### src/hdl/assert_macros.svh
// ----------------------------------------------------------------------------
// assert_macros.svh
// Assertion shorthands shared by the estimator modules.
// ----------------------------------------------------------------------------
`ifndef ASSERT_MACROS_SVH
`define ASSERT_MACROS_SVH

// property checked on every clock edge outside reset
`define BPE_ASSERT(name, prop, msg) \
	name: assert property (@(posedge clk) disable iff (!arst_n) (prop)) else $error(msg);

// condition in one cycle implies a condition in the next
`define BPE_ASSERT_NEXT(name, pre, post, msg) \
	name: assert property (@(posedge clk) disable iff (!arst_n) (pre) |=> (post)) \
		else $error(msg);

`endif

### src/hdl/bpe_pkg.sv
// ----------------------------------------------------------------------------
// bpe_pkg
// Shared constants, codes and control types of the battery percent estimator.
// ----------------------------------------------------------------------------
package bpe_pkg;

	localparam int ST_W    = 3;
	localparam int VOLT_W  = 20;
	localparam int PCT_W   = 7;
	localparam int CNT_W   = 5;
	localparam int NOM_W   = 13;
	localparam int DVD_W   = 27;   // pack voltage times 100
	localparam int DVS_W   = 18;   // cell count times nominal mV
	localparam int STEP_W  = 5;
	localparam int DIV_STEPS = DVD_W;
	localparam int PROD_W  = 21;
	localparam int FRAC_W  = 14;

	localparam logic [ST_W-1:0] CS_FAULT   = 3'd0;
	localparam logic [ST_W-1:0] CS_CHG_CC  = 3'd1;
	localparam logic [ST_W-1:0] CS_CHG_CV  = 3'd2;
	localparam logic [ST_W-1:0] CS_CHARGED = 3'd3;
	localparam logic [ST_W-1:0] CS_DISCH   = 3'd4;

	localparam logic [VOLT_W-1:0] CHG_OFFSET = 20'd3250;
	localparam logic [DVD_W-1:0]  LEVEL_ZERO = 27'd860;
	localparam logic [DVD_W-1:0]  LEVEL_FULL = 27'd1000;
	localparam logic [PCT_W-1:0]  PCT_FULL   = 7'd100;
	localparam logic [DVD_W-1:0]  SCALE_100  = 27'd100;
	// (x * 100 / 140) == (x * 11705) >> 14 for x below 140
	localparam logic [13:0]       RECIP_5_7  = 14'd11705;

	localparam logic [CNT_W-1:0]  CELL_COUNT_RST  = 5'd3;
	localparam logic [NOM_W-1:0]  CELL_NOMINAL_RST = 13'd3700;

	localparam logic REG_CELL_COUNT   = 1'b0;
	localparam logic REG_CELL_NOMINAL = 1'b1;

	typedef struct packed {
		logic load;
		logic step;
		logic mul;
		logic commit;
	} cmd_t;

	typedef struct packed {
		logic div_done;
		logic out_free;
	} sts_t;

endpackage

### src/hdl/bpe_if.sv
// ----------------------------------------------------------------------------
// bpe_if
// Sample and result channels of the battery percent estimator.
// ----------------------------------------------------------------------------
interface bpe_in_if;
	logic                        valid;
	logic                        ready;
	logic [bpe_pkg::ST_W-1:0]    charge_state;
	logic [bpe_pkg::VOLT_W-1:0]  pack_voltage;

	modport source(output valid, charge_state, pack_voltage, input ready);
	modport sink(input valid, charge_state, pack_voltage, output ready);
endinterface

interface bpe_out_if;
	logic                        valid;
	logic                        ready;
	logic [bpe_pkg::PCT_W-1:0]   percent;

	modport source(output valid, percent, input ready);
	modport sink(input valid, percent, output ready);
endinterface

### src/hdl/bpe_ctrl.sv
// ----------------------------------------------------------------------------
// bpe_ctrl
// Sequencer: accept, divide, scale, commit into the output register.
// ----------------------------------------------------------------------------
`include "assert_macros.svh"

module bpe_ctrl (
	input  logic          clk,
	input  logic          arst_n,
	input  logic          in_valid,
	output logic          in_ready,
	input  bpe_pkg::sts_t sts,
	output bpe_pkg::cmd_t cmd
);

	localparam logic [1:0] ST_IDLE = 2'd0;
	localparam logic [1:0] ST_DIV  = 2'd1;
	localparam logic [1:0] ST_MUL  = 2'd2;
	localparam logic [1:0] ST_DONE = 2'd3;

	logic [1:0] state_q;
	logic [1:0] state_d;

	always_comb begin
		state_d = state_q;
		cmd = '0;
		unique case (state_q)
			ST_IDLE: begin
				if (in_valid) begin
					cmd.load = 1'b1;
					state_d = ST_DIV;
				end
			end
			ST_DIV: begin
				cmd.step = 1'b1;
				if (sts.div_done) begin
					state_d = ST_MUL;
				end
			end
			ST_MUL: begin
				cmd.mul = 1'b1;
				state_d = ST_DONE;
			end
			ST_DONE: begin
				if (sts.out_free) begin
					cmd.commit = 1'b1;
					state_d = ST_IDLE;
				end
			end
			default: state_d = ST_IDLE;
		endcase
	end

	assign in_ready = (state_q == ST_IDLE);

	always_ff @(posedge clk or negedge arst_n) begin
		if (!arst_n) begin
			state_q <= ST_IDLE;
		end else begin
			state_q <= state_d;
		end
	end

	`BPE_ASSERT_NEXT(a_div_holds, state_q == ST_DIV && !sts.div_done, state_q == ST_DIV, "divider left early")
	`BPE_ASSERT_NEXT(a_done_waits, state_q == ST_DONE && !sts.out_free, state_q == ST_DONE && !in_ready, "result dropped while output busy")

endmodule

### src/hdl/bpe_dp.sv
// ----------------------------------------------------------------------------
// bpe_dp
// Datapath: offset, restoring divider, linear scale, hold rule, output reg.
// ----------------------------------------------------------------------------
`include "assert_macros.svh"

module bpe_dp (
	input  logic                          clk,
	input  logic                          arst_n,
	input  bpe_pkg::cmd_t                 cmd,
	output bpe_pkg::sts_t                 sts,
	input  logic [bpe_pkg::ST_W-1:0]      charge_state,
	input  logic [bpe_pkg::VOLT_W-1:0]    pack_voltage,
	input  logic [bpe_pkg::CNT_W-1:0]     cell_count,
	input  logic [bpe_pkg::NOM_W-1:0]     cell_nominal_mv,
	output logic                          out_valid,
	input  logic                          out_ready,
	output logic [bpe_pkg::PCT_W-1:0]     percent
);

	logic [bpe_pkg::ST_W-1:0]   st_q;
	logic [bpe_pkg::DVS_W-1:0]  divisor_q;
	logic                       zero_q;
	logic [bpe_pkg::DVS_W-1:0]  rem_q;
	logic [bpe_pkg::DVD_W-1:0]  quo_q;
	logic [bpe_pkg::STEP_W-1:0] cnt_q;
	logic [bpe_pkg::PROD_W-1:0] prod_q;
	logic [bpe_pkg::PCT_W-1:0]  held_q;
	logic                       first_q;
	logic [bpe_pkg::PCT_W-1:0]  last_q;
	logic                       out_valid_q;

	logic                       charging_in;
	logic [bpe_pkg::VOLT_W-1:0] v_adj;
	logic [bpe_pkg::DVS_W:0]    shifted;
	logic                       ge;
	logic [bpe_pkg::DVS_W:0]    diff;
	logic [bpe_pkg::DVD_W-1:0]  level;
	logic [7:0]                 excess;
	logic                       charging;
	logic                       low;
	logic [bpe_pkg::PCT_W-1:0]  p;
	logic [bpe_pkg::PCT_W-1:0]  res;
	logic [bpe_pkg::PCT_W-1:0]  held_d;
	logic                       first_d;

	assign charging_in = (charge_state == bpe_pkg::CS_CHG_CC) ||
		(charge_state == bpe_pkg::CS_CHG_CV);

	always_comb begin
		v_adj = pack_voltage;
		if (charging_in) begin
			v_adj = (pack_voltage > bpe_pkg::CHG_OFFSET) ?
				pack_voltage - bpe_pkg::CHG_OFFSET : '0;
		end
	end

	// one quotient bit per cycle
	assign shifted = {rem_q, quo_q[bpe_pkg::DVD_W-1]};
	assign ge      = shifted >= {1'b0, divisor_q};
	assign diff    = shifted - {1'b0, divisor_q};

	assign level  = zero_q ? '0 : quo_q;
	assign excess = 8'(level - bpe_pkg::LEVEL_ZERO);

	assign charging = (st_q == bpe_pkg::CS_CHG_CC) || (st_q == bpe_pkg::CS_CHG_CV);
	assign low      = level <= bpe_pkg::LEVEL_ZERO;
	assign p        = (level >= bpe_pkg::LEVEL_FULL) ? bpe_pkg::PCT_FULL :
		prod_q[bpe_pkg::PROD_W-1:bpe_pkg::FRAC_W];

	always_comb begin
		res     = last_q;
		held_d  = held_q;
		first_d = first_q;
		unique case (st_q) inside
			bpe_pkg::CS_FAULT: begin
				res     = '0;
				held_d  = '0;
				first_d = 1'b1;
			end
			bpe_pkg::CS_CHG_CC, bpe_pkg::CS_CHG_CV, bpe_pkg::CS_DISCH: begin
				if (low) begin
					res     = '0;
					held_d  = '0;
					first_d = 1'b1;
				end else if (first_q) begin
					first_d = 1'b0;
					held_d  = p;
					res     = p;
				end else if (charging ? (p < held_q) : (p > held_q)) begin
					res = held_q;
				end else begin
					held_d = p;
					res    = p;
				end
			end
			bpe_pkg::CS_CHARGED: begin
				res    = bpe_pkg::PCT_FULL;
				held_d = bpe_pkg::PCT_FULL;
			end
			default: begin
			end
		endcase
	end

	assign sts.div_done = cnt_q == bpe_pkg::STEP_W'(bpe_pkg::DIV_STEPS - 1);
	assign sts.out_free = !out_valid_q || out_ready;

	always_ff @(posedge clk) begin
		if (cmd.load) begin
			st_q      <= charge_state;
			divisor_q <= bpe_pkg::DVS_W'(cell_count) * bpe_pkg::DVS_W'(cell_nominal_mv);
			zero_q    <= (cell_count == '0) || (cell_nominal_mv == '0);
			rem_q     <= '0;
			quo_q     <= bpe_pkg::DVD_W'(v_adj) * bpe_pkg::SCALE_100;
		end else if (cmd.step) begin
			rem_q <= ge ? diff[bpe_pkg::DVS_W-1:0] : shifted[bpe_pkg::DVS_W-1:0];
			quo_q <= {quo_q[bpe_pkg::DVD_W-2:0], ge};
		end
		if (cmd.mul) begin
			prod_q <= bpe_pkg::PROD_W'(excess) * bpe_pkg::PROD_W'(bpe_pkg::RECIP_5_7);
		end
	end

	always_ff @(posedge clk or negedge arst_n) begin
		if (!arst_n) begin
			cnt_q       <= '0;
			held_q      <= bpe_pkg::PCT_FULL;
			first_q     <= 1'b0;
			last_q      <= '0;
			out_valid_q <= 1'b0;
		end else begin
			if (cmd.load) begin
				cnt_q <= '0;
			end else if (cmd.step) begin
				cnt_q <= cnt_q + 1'b1;
			end
			if (cmd.commit) begin
				held_q      <= held_d;
				first_q     <= first_d;
				last_q      <= res;
				out_valid_q <= 1'b1;
			end else if (out_ready) begin
				out_valid_q <= 1'b0;
			end
		end
	end

	assign out_valid = out_valid_q;
	assign percent   = last_q;

	`BPE_ASSERT(a_held_range, held_q <= bpe_pkg::PCT_FULL, "held percent above full")
	`BPE_ASSERT(a_out_range, !out_valid_q || last_q <= bpe_pkg::PCT_FULL, "percent above full")
	`BPE_ASSERT_NEXT(a_commit_shows, cmd.commit, out_valid_q, "committed word not presented")

endmodule

### src/hdl/battery_percent_estimator.sv
// ----------------------------------------------------------------------------
// battery_percent_estimator
// Battery charge percentage from charger state and pack voltage.
//
//   channel  dir  handshake       payload
//   sample   in   valid/ready     charge_state[2:0], pack_voltage[19:0]
//   result   out  valid/ready     percent[6:0]
//   apb      in   psel/penable    cell_count @0x0, cell_nominal_mv @0x4
//
// One word in flight; the next sample is taken only after the last one is
// committed: the accept, the one-bit-per-cycle restoring divider, one
// scale multiply and one commit into the output register.
// A finished word waits in the output register; a new sample is accepted
// meanwhile, and its commit stalls only while the old word is untaken.
// arst_n resets control, held percent (to 100), the output word and the cell registers (3 cells, 3700 mV).
// ----------------------------------------------------------------------------
module battery_percent_estimator (
	input  logic              clk,
	input  logic              arst_n,
	bpe_in_if.sink            sample,
	bpe_out_if.source         result,
	input  logic              psel,
	input  logic              penable,
	input  logic              pwrite,
	input  logic [2:0]        paddr,
	input  logic [31:0]       pwdata,
	output logic [31:0]       prdata,
	output logic              pready
);

	logic [bpe_pkg::CNT_W-1:0] cell_count_q;
	logic [bpe_pkg::NOM_W-1:0] cell_nominal_q;
	bpe_pkg::cmd_t             cmd;
	bpe_pkg::sts_t             sts;
	logic                      wr_en;

	assign pready = 1'b1;
	assign wr_en  = psel && penable && pwrite;

	always_ff @(posedge clk or negedge arst_n) begin
		if (!arst_n) begin
			cell_count_q   <= bpe_pkg::CELL_COUNT_RST;
			cell_nominal_q <= bpe_pkg::CELL_NOMINAL_RST;
		end else if (wr_en) begin
			unique case (paddr[2])
				bpe_pkg::REG_CELL_COUNT:   cell_count_q   <= pwdata[bpe_pkg::CNT_W-1:0];
				bpe_pkg::REG_CELL_NOMINAL: cell_nominal_q <= pwdata[bpe_pkg::NOM_W-1:0];
				default: begin
				end
			endcase
		end
	end

	always_comb begin
		unique case (paddr[2])
			bpe_pkg::REG_CELL_COUNT:   prdata = 32'(cell_count_q);
			bpe_pkg::REG_CELL_NOMINAL: prdata = 32'(cell_nominal_q);
			default:                   prdata = '0;
		endcase
	end

	bpe_ctrl u_ctrl (
		.clk      (clk),
		.arst_n   (arst_n),
		.in_valid (sample.valid),
		.in_ready (sample.ready),
		.sts      (sts),
		.cmd      (cmd)
	);

	bpe_dp u_dp (
		.clk             (clk),
		.arst_n          (arst_n),
		.cmd             (cmd),
		.sts             (sts),
		.charge_state    (sample.charge_state),
		.pack_voltage    (sample.pack_voltage),
		.cell_count      (cell_count_q),
		.cell_nominal_mv (cell_nominal_q),
		.out_valid       (result.valid),
		.out_ready       (result.ready),
		.percent         (result.percent)
	);

endmodule

### src/flat_wrapper.sv
// flat-port wrapper written by rule: the top's interface ports become plain ports
module battery_percent_estimator_flat 
  (clk, arst_n, psel, penable, pwrite, paddr, pwdata, prdata, pready, sample_valid, sample_charge_state, sample_pack_voltage, sample_ready, result_valid, result_percent, result_ready);
  bpe_in_if sample_i ();
  bpe_out_if result_i ();
  input  logic clk;
  input  logic arst_n;
  input  logic psel;
  input  logic penable;
  input  logic pwrite;
  input  logic [2:0] paddr;
  input  logic [31:0] pwdata;
  output logic [31:0] prdata;
  output logic pready;
  input wire logic [$bits(sample_i.valid)-1:0] sample_valid;
  input wire logic [$bits(sample_i.charge_state)-1:0] sample_charge_state;
  input wire logic [$bits(sample_i.pack_voltage)-1:0] sample_pack_voltage;
  output wire logic [$bits(sample_i.ready)-1:0] sample_ready;
  output wire logic [$bits(result_i.valid)-1:0] result_valid;
  output wire logic [$bits(result_i.percent)-1:0] result_percent;
  input wire logic [$bits(result_i.ready)-1:0] result_ready;
  assign sample_i.valid = sample_valid;
  assign sample_i.charge_state = sample_charge_state;
  assign sample_i.pack_voltage = sample_pack_voltage;
  assign sample_ready = sample_i.ready;
  assign result_valid = result_i.valid;
  assign result_percent = result_i.percent;
  assign result_i.ready = result_ready;
  battery_percent_estimator u_core (.clk(clk), .arst_n(arst_n), .sample(sample_i), .result(result_i), .psel(psel), .penable(penable), .pwrite(pwrite), .paddr(paddr), .pwdata(pwdata), .prdata(prdata), .pready(pready));
endmodule
### config.mk
export PLATFORM = sky130hd
export DESIGN_NAME = battery_percent_estimator_flat
export DESIGN_NICKNAME = d
export VERILOG_FILES = /design/src/hdl/bpe_pkg.sv /design/src/hdl/bpe_if.sv /design/src/hdl/bpe_ctrl.sv /design/src/hdl/bpe_dp.sv /design/src/hdl/battery_percent_estimator.sv /design/src/flat_wrapper.sv
export VERILOG_INCLUDE_DIRS = /design/src /design/src/hdl
export SDC_FILE = /design/constraint.sdc
export NUM_CORES = 1
export LEC_CHECK = 0
export BUFFER_PORTS_ARGS = -buffer_cell sky130_fd_sc_hd__buf_4
export CAP_MARGIN = 20
export CORE_MARGIN = 2
export CORE_UTILIZATION = 30
export DETAILED_ROUTE_END_ITERATION = 10
export PLACE_DENSITY = 0.57
export SLEW_MARGIN = 30
export SYNTH_ARGS = -nofsm -noshare
export SYNTH_HDL_FRONTEND = slang
export SYNTH_SLANG_ARGS = --single-unit
### constraint.sdc
create_clock -name clk -period 6.43 [get_ports clk]
set_input_delay 0.643 -clock clk [delete_from_list [all_inputs] [get_ports clk]]
set_output_delay 0.643 -clock clk [all_outputs]
set_load 0.1 [all_outputs]
# After elaboration in Yosys (flattened, before gate mapping)
# Cells that the tools add are included.
[totals]
mem_bits_ro = 0
mem_bits_rw = 0
ff_bits = 129
output_inout_bits = 42
mem_count = 0
latch_bits = 0
word_cells = 92
in_bits = 65
[classes]
n_div = 0
n_shift = 0
n_addsub = 4
eq_ne = 13
bitwise_logic = 1
multipliers = 3
order_cmp = 6
n_reduce_logical = 21
mux = 29
[op_table]
columns = ["op", "n"]
rows = [
  ["two-way mux 27 bit", 3],
  ["case mux 32 bit (2 select lines)", 1],
  ["two-way mux 20 bit", 2],
  ["two-way mux 7 bit", 4],
  ["greater-or-equal comparator 27 x 10 -> 1 bit (second input constant)", 1],
  ["less-or-equal comparator 27 x 10 -> 1 bit (second input constant)", 1],
  ["multiplier 20 x 5 -> 25 bit (second input constant)", 1],
  ["multiplier 8 x 14 -> 21 bit (second input constant)", 1],
  ["case mux 7 bit (3 select lines)", 1],
  ["> comparator 20 x 12 -> 1 bit (second input constant)", 1],
  ["subtractor 20 x 12 -> 20 bit (second input constant)", 1],
  ["greater-or-equal comparator 19 x 18 -> 1 bit", 1],
  ["multiplier 5 x 13 -> 18 bit", 1],
  ["two-way mux 18 bit", 1],
  ["subtractor 18 bit", 1],
  ["zero test 13 bit", 1],
  ["two-way mux 1 bit", 10],
  ["two-way mux 5 bit", 2],
  ["== test 3 x 2 -> 1 bit (second input constant)", 3],
  ["case mux 2 bit (4 select lines)", 1],
  ["AND reduction 2 bit", 4],
  ["subtractor 8 x 7 -> 8 bit (second input constant)", 1],
  ["> comparator 7 bit", 1],
  ["< comparator 7 bit", 1],
  ["other kinds (21)", 32],
]

# Logic depth before layout (Yosys ltp)
# Gate-level depths: netlist (run 1).
[depth]
ltp_word = 9
mapped_depth = 23

# Cells and area by module
# From an unflattened synthesis (run 1), not the netlist that was laid out.
[unflattened]
hier_cells = 1285
hier_area_um2 = 12155.4
[by_module_without_submodules]
columns = ["mod", "n_inst", "seq_area_each_um2", "area_per_inst_um2", "cells_per_inst"]
rows = [
  ["bpe_dp", 1, 2451.1, 10973.0, 1192],
  ["battery_percent_estimator", 1, 461.7, 1002.2, 75],
  ["bpe_ctrl", 1, 50.0, 180.2, 18],
]

# Worst setup path before layout (run 1)
# Ideal clock, no wire load.
[synth_timing]
path_type = "input to register"
startpoint = "input sample_pack_voltage[15]"
endpoint = "register u_core.u_dp.quo_q[26] in the netlist's numbering (data pin)"
t_required_ps = 6175
cell_stages = 21
setup_time_ps = 255
path_slack_ps = 776
arrival_ps = 5398
cell_sequence = "or4_4 -> or3_4 -> or3_4 -> a21oi_2 -> buf_4 -> o21ai_0 -> nand2_1 -> o21ai_0 -> ha_1 -> ha_1 -> inv_1 -> fa_1 -> inv_1 -> ha_1 -> a211oi_1 -> o21ai_0 -> a211o_1 -> a211o_1 -> o21ai_0 -> mux2i_1 -> nor2_1"
[synth_between]
elab_chain_cells = 5
word_cells_on_any_way = 6
[synth_lines]
columns = ["item", "line_no", "rtl"]
rows = [
  ["start: declaration", "flat_wrapper.sv:17", "input wire logic [$bits(sample_i.pack_voltage)-1:0] sample_pack_voltage;"],
  ["subtractor 20 x 12 -> 20 bit / > comparator 20 x 12 -> 1 bit (equally long branches)", "bpe_dp.sv:54, bpe_dp.sv:53", ""],
  ["two-way mux 20 bit", "bpe_dp.sv:53", "v_adj = (pack_voltage > bpe_pkg::CHG_OFFSET) ?"],
  ["two-way mux 20 bit (*)", "bpe_dp.sv:52", "if (charging_in) begin"],
  ["multiplier 20 x 5 -> 25 bit (*)", "bpe_dp.sv:115", "quo_q <= bpe_pkg::DVD_W'(v_adj) * bpe_pkg::SCALE_100;"],
  ["two-way mux 27 bit (*)", "bpe_dp.sv:110", "if (cmd.load) begin"],
  ["end signal: assignment", "bpe_dp.sv:115", ""],
  ["end signal: assignment", "bpe_dp.sv:118", "quo_q <= {quo_q[bpe_pkg::DVD_W-2:0], ge};"],
  ["end: declaration", "bpe_dp.sv:25", "logic [bpe_pkg::DVD_W-1:0] quo_q;"],
]
# Every way passes the cells marked *; elsewhere a longest branch is shown, timed or not.
# A chain may end at the register's enable or synchronous reset.

# Final worst setup path (run 1)
# Ends and elaborated chain as after synthesis.

==> results of run 1 <==
-- state kept, by name (all words and copies together) (netlist names) --
| name | count |
|---|---|
| u_core.cell_count_q | 5 |
| u_core.cell_nominal_q | 13 |
| u_core.u_ctrl.state_q | 2 |
| u_core.u_dp.cnt_q | 5 |
| u_core.u_dp.divisor_q | 18 |
| u_core.u_dp.first_q | 1 |
| u_core.u_dp.held_q | 7 |
| u_core.u_dp.out_valid | 1 |
| u_core.u_dp.percent | 3 |
| u_core.u_dp.prod_q | 7 |
| u_core.u_dp.quo_q | 27 |
| u_core.u_dp.rem_q | 18 |
| u_core.u_dp.st_q | 3 |
| u_core.u_dp.zero_q | 1 |
-- stage by stage --
stage               setup WS, ns  cell area (um2)  std cells
CTS                       0.5621            13520       1913
global placement          0.1866            13190       1897
global route              0.2006            13520       1913
detailed placement        0.1506            13190       1897
floorplan                 0.7762            12300       1355
finish                    0.5092            13520       1913
-- placed cells by master (no fill, tap or decap), types with 24 or more instances in the layout --
cell type,instances
ha_1,168
inv_1,156
nand2_1,99
o21ai_0,78
fa_1,76
nor2_1,73
buf_4,73
a21oi_1,61
edfxtp_1,54
and2_1,47
xnor2_1,40
nand3_1,36
xor2_1,27
nor3_1,26
a21o_1,25
dfrtp_1,25
mux2_2,24
-- final cells by class --
cell class	instances	share of cell area
clock buffers	10	0.01694
clock inverters	6	0.006941
flip-flops and latches	111	0.2192
repair buffers	73	0.04054
well taps	525	0.04859
multi-input cells	1030	0.6240
inverters	158	0.04387
-- worst max-delay path, cell delays in order --
cell	delay, ns
buf_4	0.12
or4_4	0.55
or3_4	0.36
or3_4	0.36
a21oi_2	0.29
o21ai_0	0.12
nand2_1	0.09
o21ai_0	0.16
ha_1	0.34
ha_1	0.27
inv_1	0.05
fa_1	0.49
inv_1	0.04
ha_1	0.35
a211oi_1	0.44
o21ai_0	0.19
a211o_1	0.36
a211o_1	0.28
o21ai_0	0.21
mux2i_1	0.27
nor2_1	0.07
-- layer usage --
layer / up-vias / track usage
met5: - / 0
met4: 0 / 0.02474
met3: 19 / 0.02570
met2: 150 / 0.2007
met1: 4489 / 0.1780
li1: 4714 / -
-- cell families (layout without fill, tap and decap cells) --
logic type               count (synthesis)  in the layout  synth area share
buffers and inverters                  214            247           0.07423
flip-flops                             111            111            0.2421
AND/OR/NAND/NOR                        377            377            0.1562
XOR/XNOR                                67             67           0.04796
multiplexers                            37             37           0.03272
AO/OA/AOI/OAI                          285            285            0.1500
adder cells (fa/ha/maj)                244            244            0.2961
other                                    2             20         0.0006137
-- path summary, 6_finish.rpt --
kind                            slack [ns]                      to  depth (start not counted)
worst max-delay path                  0.51   u_core.u_dp.quo_q[26]                         21
worst min-delay path                  0.23   u_core.u_dp.held_q[3]                          1
worst min register to register        0.49    u_core.u_dp.rem_q[3]                          2
worst max register to register        0.81  u_core.u_dp.prod_q[20]                         20
max in group asynchronous             5.80  u_core.cell_count_q[1]                          1
min in group clk                      0.45     u_core.u_dp.st_q[0]                          1
==> impl_metrics.env, run 1 <==
export IMPL_ys_flop_type="edfxtp_1"
export IMPL_drt_initial_drc_count=483
export IMPL_cap_violations=0
export IMPL_fmax_mhz=168.9
export IMPL_grt_pass1_vias=9048
export IMPL_postRouteAntennaNets=0
export IMPL_grt_pass1_wl_um=43930
export IMPL_vias=9372
export IMPL_antenna_found_initial=0
export IMPL_min_period_over_period=0.9208
export IMPL_tightest_slew_ns=0.7064
export IMPL_period_needed_ns=5.921
export IMPL_synth_warnings=0
export IMPL_synth_edf_count=54
export IMPL_numCtsBuffers=9
export IMPL_final_setup_skew_ns=0.01010
export IMPL_cts_root_buf="clkbuf_16"
export IMPL_syn2layout_area_growth_pct=10.48
export IMPL_setup_viol=0
export IMPL_via_per_inst=4.899
export IMPL_cts_hold_buf=0
export IMPL_drc_errors=0
export IMPL_dr_max_layer_used="met4"
export IMPL_final_nets=1692
export IMPL_grt_max_degree=49
export IMPL_yosys_top_cells_area="ha_1 (17%), edfxtp_1 (13%), fa_1 (12%)"
export IMPL_slew_headroom=0.5269
export IMPL_setup_tns_ns=0
export IMPL_io_pins=107
export IMPL_syn_cell_area_mm2=0.01224
export IMPL_report_final_slew_viol_count=0
export IMPL_cp_arrival_ns=6.06
export IMPL_fin_hold_ws_ns=0.2342
export IMPL_clock_path_buffers=2
export IMPL_finalHoldViolCount=0
export IMPL_hold_class="in2async"
export IMPL_multi_input_area_mm2=0.008436
export IMPL_synthCells=1337
export IMPL_crit_type="in2reg"
export IMPL_wl_met1_um=13130
export IMPL_synth_async_sr_flop_share=0.3333
export IMPL_start_kind="input pin"
export IMPL_route_met2_wl_um=11950
export IMPL_status="finished clean"
export IMPL_post_cts_resized=0
export IMPL_cts_tree="built"
export IMPL_routedWlPerCell_um=13.77
export IMPL_syn_avg_cell_area_um2=9.152
export IMPL_worstSkewPairLatency_ns=0.38
export IMPL_die_area_mm2=0.04242
export IMPL_netlist_cell_type_count=74
export IMPL_die_width_um=206.0
export IMPL_yosys_area_top_type="ha_1"
export IMPL_cts_reportedPaths_clkPinSlew_ns=0.08
export IMPL_cp_required_ns=6.57
export IMPL_drt_total_wl_um=26340
export IMPL_dieHeight_um=206.0
export IMPL_synthTopCellsByCount="ha_1 (168), inv_1 (157), nand2_1 (99)"
export IMPL_grt_usage=0.1265
export IMPL_cts_setup_buffers=0
export IMPL_clock_sinks=111
export IMPL_place_gp_congestion=0.8885
export IMPL_cp_startpoint="sample_pack_voltage[15]"
export IMPL_core_mm2=0.04001
export IMPL_path_max_fanout=8
export IMPL_post_synth_top_count_cell="ha_1"
export IMPL_drive_gt1_frac=0.1016
export IMPL_seqCellArea_mm2=0.002963
export IMPL_synth_seq_cells=111
export IMPL_start_util=0.3059
export IMPL_first_pass_iters=7
export IMPL_reg2reg_from="u_core.u_dp.zero_q"
export IMPL_synth_top_area_frac=0.1718
export IMPL_io_buffers=65
export IMPL_n_antenna_cell=0
export IMPL_fill_cells=4119
export IMPL_rows=73
export IMPL_route_met3_wl_um=976
export IMPL_dpl_hpwl_um=21010
export IMPL_rsz0062_at_grt="no"
export IMPL_fin_util=0.3379
export IMPL_ys_seq_area_frac=0.2421
export IMPL_endpoint_kind="flop"
export IMPL_cts_htree_levels=3
export IMPL_grt_ovfl_total=0
Power of run 1 is left out: the tool's default activity adds up to more than one toggle a clock period on the data nets, which glitch-free logic cannot reach.
==> run 2, diff against run 1 <==
MAX_ROUTING_LAYER = met4   (was unset)
==> run 2 against run 1 <==
  * Core utilization is the same
  * Maximum frequency down 0.19%
  * Via count is 0.35% higher
  * Cell count did not move
  * Worst hold slack better by 0.0013 ns
  * Sequential share of layout area unchanged
  * Clock skew up 0.00051 ns
  * Critical path type unchanged
==> impl_metrics.env, run 2 (same netlist as run 1, synthesis figures left out) <==
export IMPL_die_width_um=206.0
export IMPL_setup_viol=0
export IMPL_setup_tns_ns=0
export IMPL_cp_arrival_ns=6.07
export IMPL_rsz0062_at_grt="no"
export IMPL_grt_ovfl_total=0
export IMPL_place_gp_congestion=0.9040
export IMPL_crit_type="in2reg"
export IMPL_post_cts_resized=0
export IMPL_n_antenna_cell=0
export IMPL_dpl_hpwl_um=21010
export IMPL_drive_gt1_frac=0.1016
export IMPL_cts_hold_buf=0
export IMPL_die_area_mm2=0.04242
export IMPL_via_per_inst=4.916
export IMPL_final_setup_skew_ns=0.01061
export IMPL_rows=73
export IMPL_crit_buf_inv=3
export IMPL_clock_sinks=111
export IMPL_r2r_slack_ns=0.81
export IMPL_cp_required_ns=6.57
export IMPL_antenna_found_initial=0
export IMPL_r2r_end="u_core.u_dp.prod_q[20]"
export IMPL_grt_usage=0.1302
export IMPL_postRouteAntennaNets=0
export IMPL_first_pass_iters=6
export IMPL_status="finished clean"
export IMPL_cts_htree_levels=3
export IMPL_cts_setup_buffers=0
export IMPL_finalHoldViolCount=0
export IMPL_layout_setup_ws_ns=0.4981
export IMPL_drt_initial_drc_count=469
export IMPL_core_mm2=0.04001
export IMPL_worstSkewPairLatency_ns=0.38
export IMPL_start_util=0.3059
export IMPL_cts_reportedPaths_clkPinSlew_ns=0.08
export IMPL_syn2layout_area_growth_pct=10.48
export IMPL_cts_tree="built"
export IMPL_cp_slowest_cell="or4_4"
export IMPL_tightest_slew_ns=0.7124
export IMPL_regMostFlops="u_core.u_dp.quo_q"
export IMPL_crit_path_max_incr_delay_ns=0.55
export IMPL_fin_hold_ws_ns=0.2355
export IMPL_final_nets=1692
export IMPL_post_place_ws_ns=0.1506
export IMPL_rr_worst_depth=20
export IMPL_final_common_cell="ha_1"
export IMPL_min_period_over_period=0.9225
export IMPL_start_kind="input pin"
export IMPL_path_cells="buf_4 > or4_4 > or3_4 > or3_4 > a21oi_2 > o21ai_0 > nand2_1 > o21ai_0 > ha_1 > ha_1 > inv_1 > fa_1 > inv_1 > ha_1 > a211oi_1 > o21ai_0 > a211o_1 > a211o_1 > o21ai_0 > mux2i_1 > nor2_1"
export IMPL_io_buffers=65
export IMPL_period_needed_ns=5.932
export IMPL_slew_headroom=0.5229
export IMPL_numCtsBuffers=9
export IMPL_final_cell_mix="ha_1 (168), inv_1 (156), nand2_1 (99), o21ai_0 (78), fa_1 (76)"
export IMPL_hold_class="in2async"
export IMPL_largest_reg_flops=27
export IMPL_dieHeight_um=206.0
export IMPL_grt_pass1_vias=9048
export IMPL_drc_errors=0
export IMPL_clock_path_buffers=2
export IMPL_endpoint_kind="flop"
export IMPL_crit_path_frequent_cell="o21ai_0"
export IMPL_routedWlPerCell_um=13.78
export IMPL_largestRegisters="u_core.u_dp.quo_q: 27 flops, u_core.u_dp.divisor_q: 18 flops, u_core.u_dp.rem_q: 18 flops"
export IMPL_io_pins=107
export IMPL_report_final_slew_viol_count=0
export IMPL_reg2reg_from="u_core.u_dp.zero_q"
export IMPL_path_max_fanout=8
export IMPL_fin_area_mm2=0.01352
export IMPL_drt_total_wl_um=26360
export IMPL_cap_violations=0
export IMPL_place_area_mm2=0.01319
export IMPL_path_delay_family="compound AO/OA/AOI/OAI gates"
export IMPL_grt_pass1_wl_um=43930
export IMPL_fmax_mhz=168.6
export IMPL_cts_root_buf="clkbuf_16"
export IMPL_vias=9405
export IMPL_grt_max_degree=49
run 2: cell counts in the layout (fill, tap and decap cells not counted):
No cell type changed its count.
run 2: cell type report:
class | instances | area, um2
Fill cell | 4119 | 26490
Multi-Input combinational cell | 1030 | 8436
Sequential cell | 111 | 2963
Tap cell | 525 | 656.9
Inverter | 158 | 593.1
Timing Repair Buffer | 73 | 548.0
Clock buffer | 10 | 229.0
Clock inverter | 6 | 93.84
run 2: worst max path at each step:
stage	start	to	slack, ns	depth (start not counted)
final	sample_pack_voltage[15]	u_core.u_dp.quo_q[26]	0.50	21
after CTS	sample_pack_voltage[15]	u_core.u_dp.quo_q[26]	0.56	21
after global routing	sample_pack_voltage[4]	u_core.u_dp.quo_q[25]	0.20	20
after global placement	sample_pack_voltage[15]	u_core.u_dp.quo_q[26]	0.19	21
after detailed placement	sample_pack_voltage[15]	u_core.u_dp.quo_q[25]	0.15	19
after floorplan	sample_pack_voltage[15]	u_core.u_dp.quo_q[26]	0.78	21
run 2: per-stage QoR:
step,utilization,cells
after floorplan,-,1355
after global placement,0.3298,1897
after global routing,0.3379,1913
final,0.3379,1913
after CTS,0.3379,1913
after detailed placement,0.3298,1897
run 2: per-layer routing:
| layer | wire length, um | part of all wire | global-route usage |
|---|---|---|---|
| met3 | 971 | 0.037 | 0.02491 |
| met1 | 13120 | 0.50 | 0.1787 |
| met5 | 0 | 0 | - |
| met2 | 11990 | 0.45 | 0.2006 |
| met4 | 286 | 0.011 | 0.02474 |
Power of run 2 is left out for the same reason.
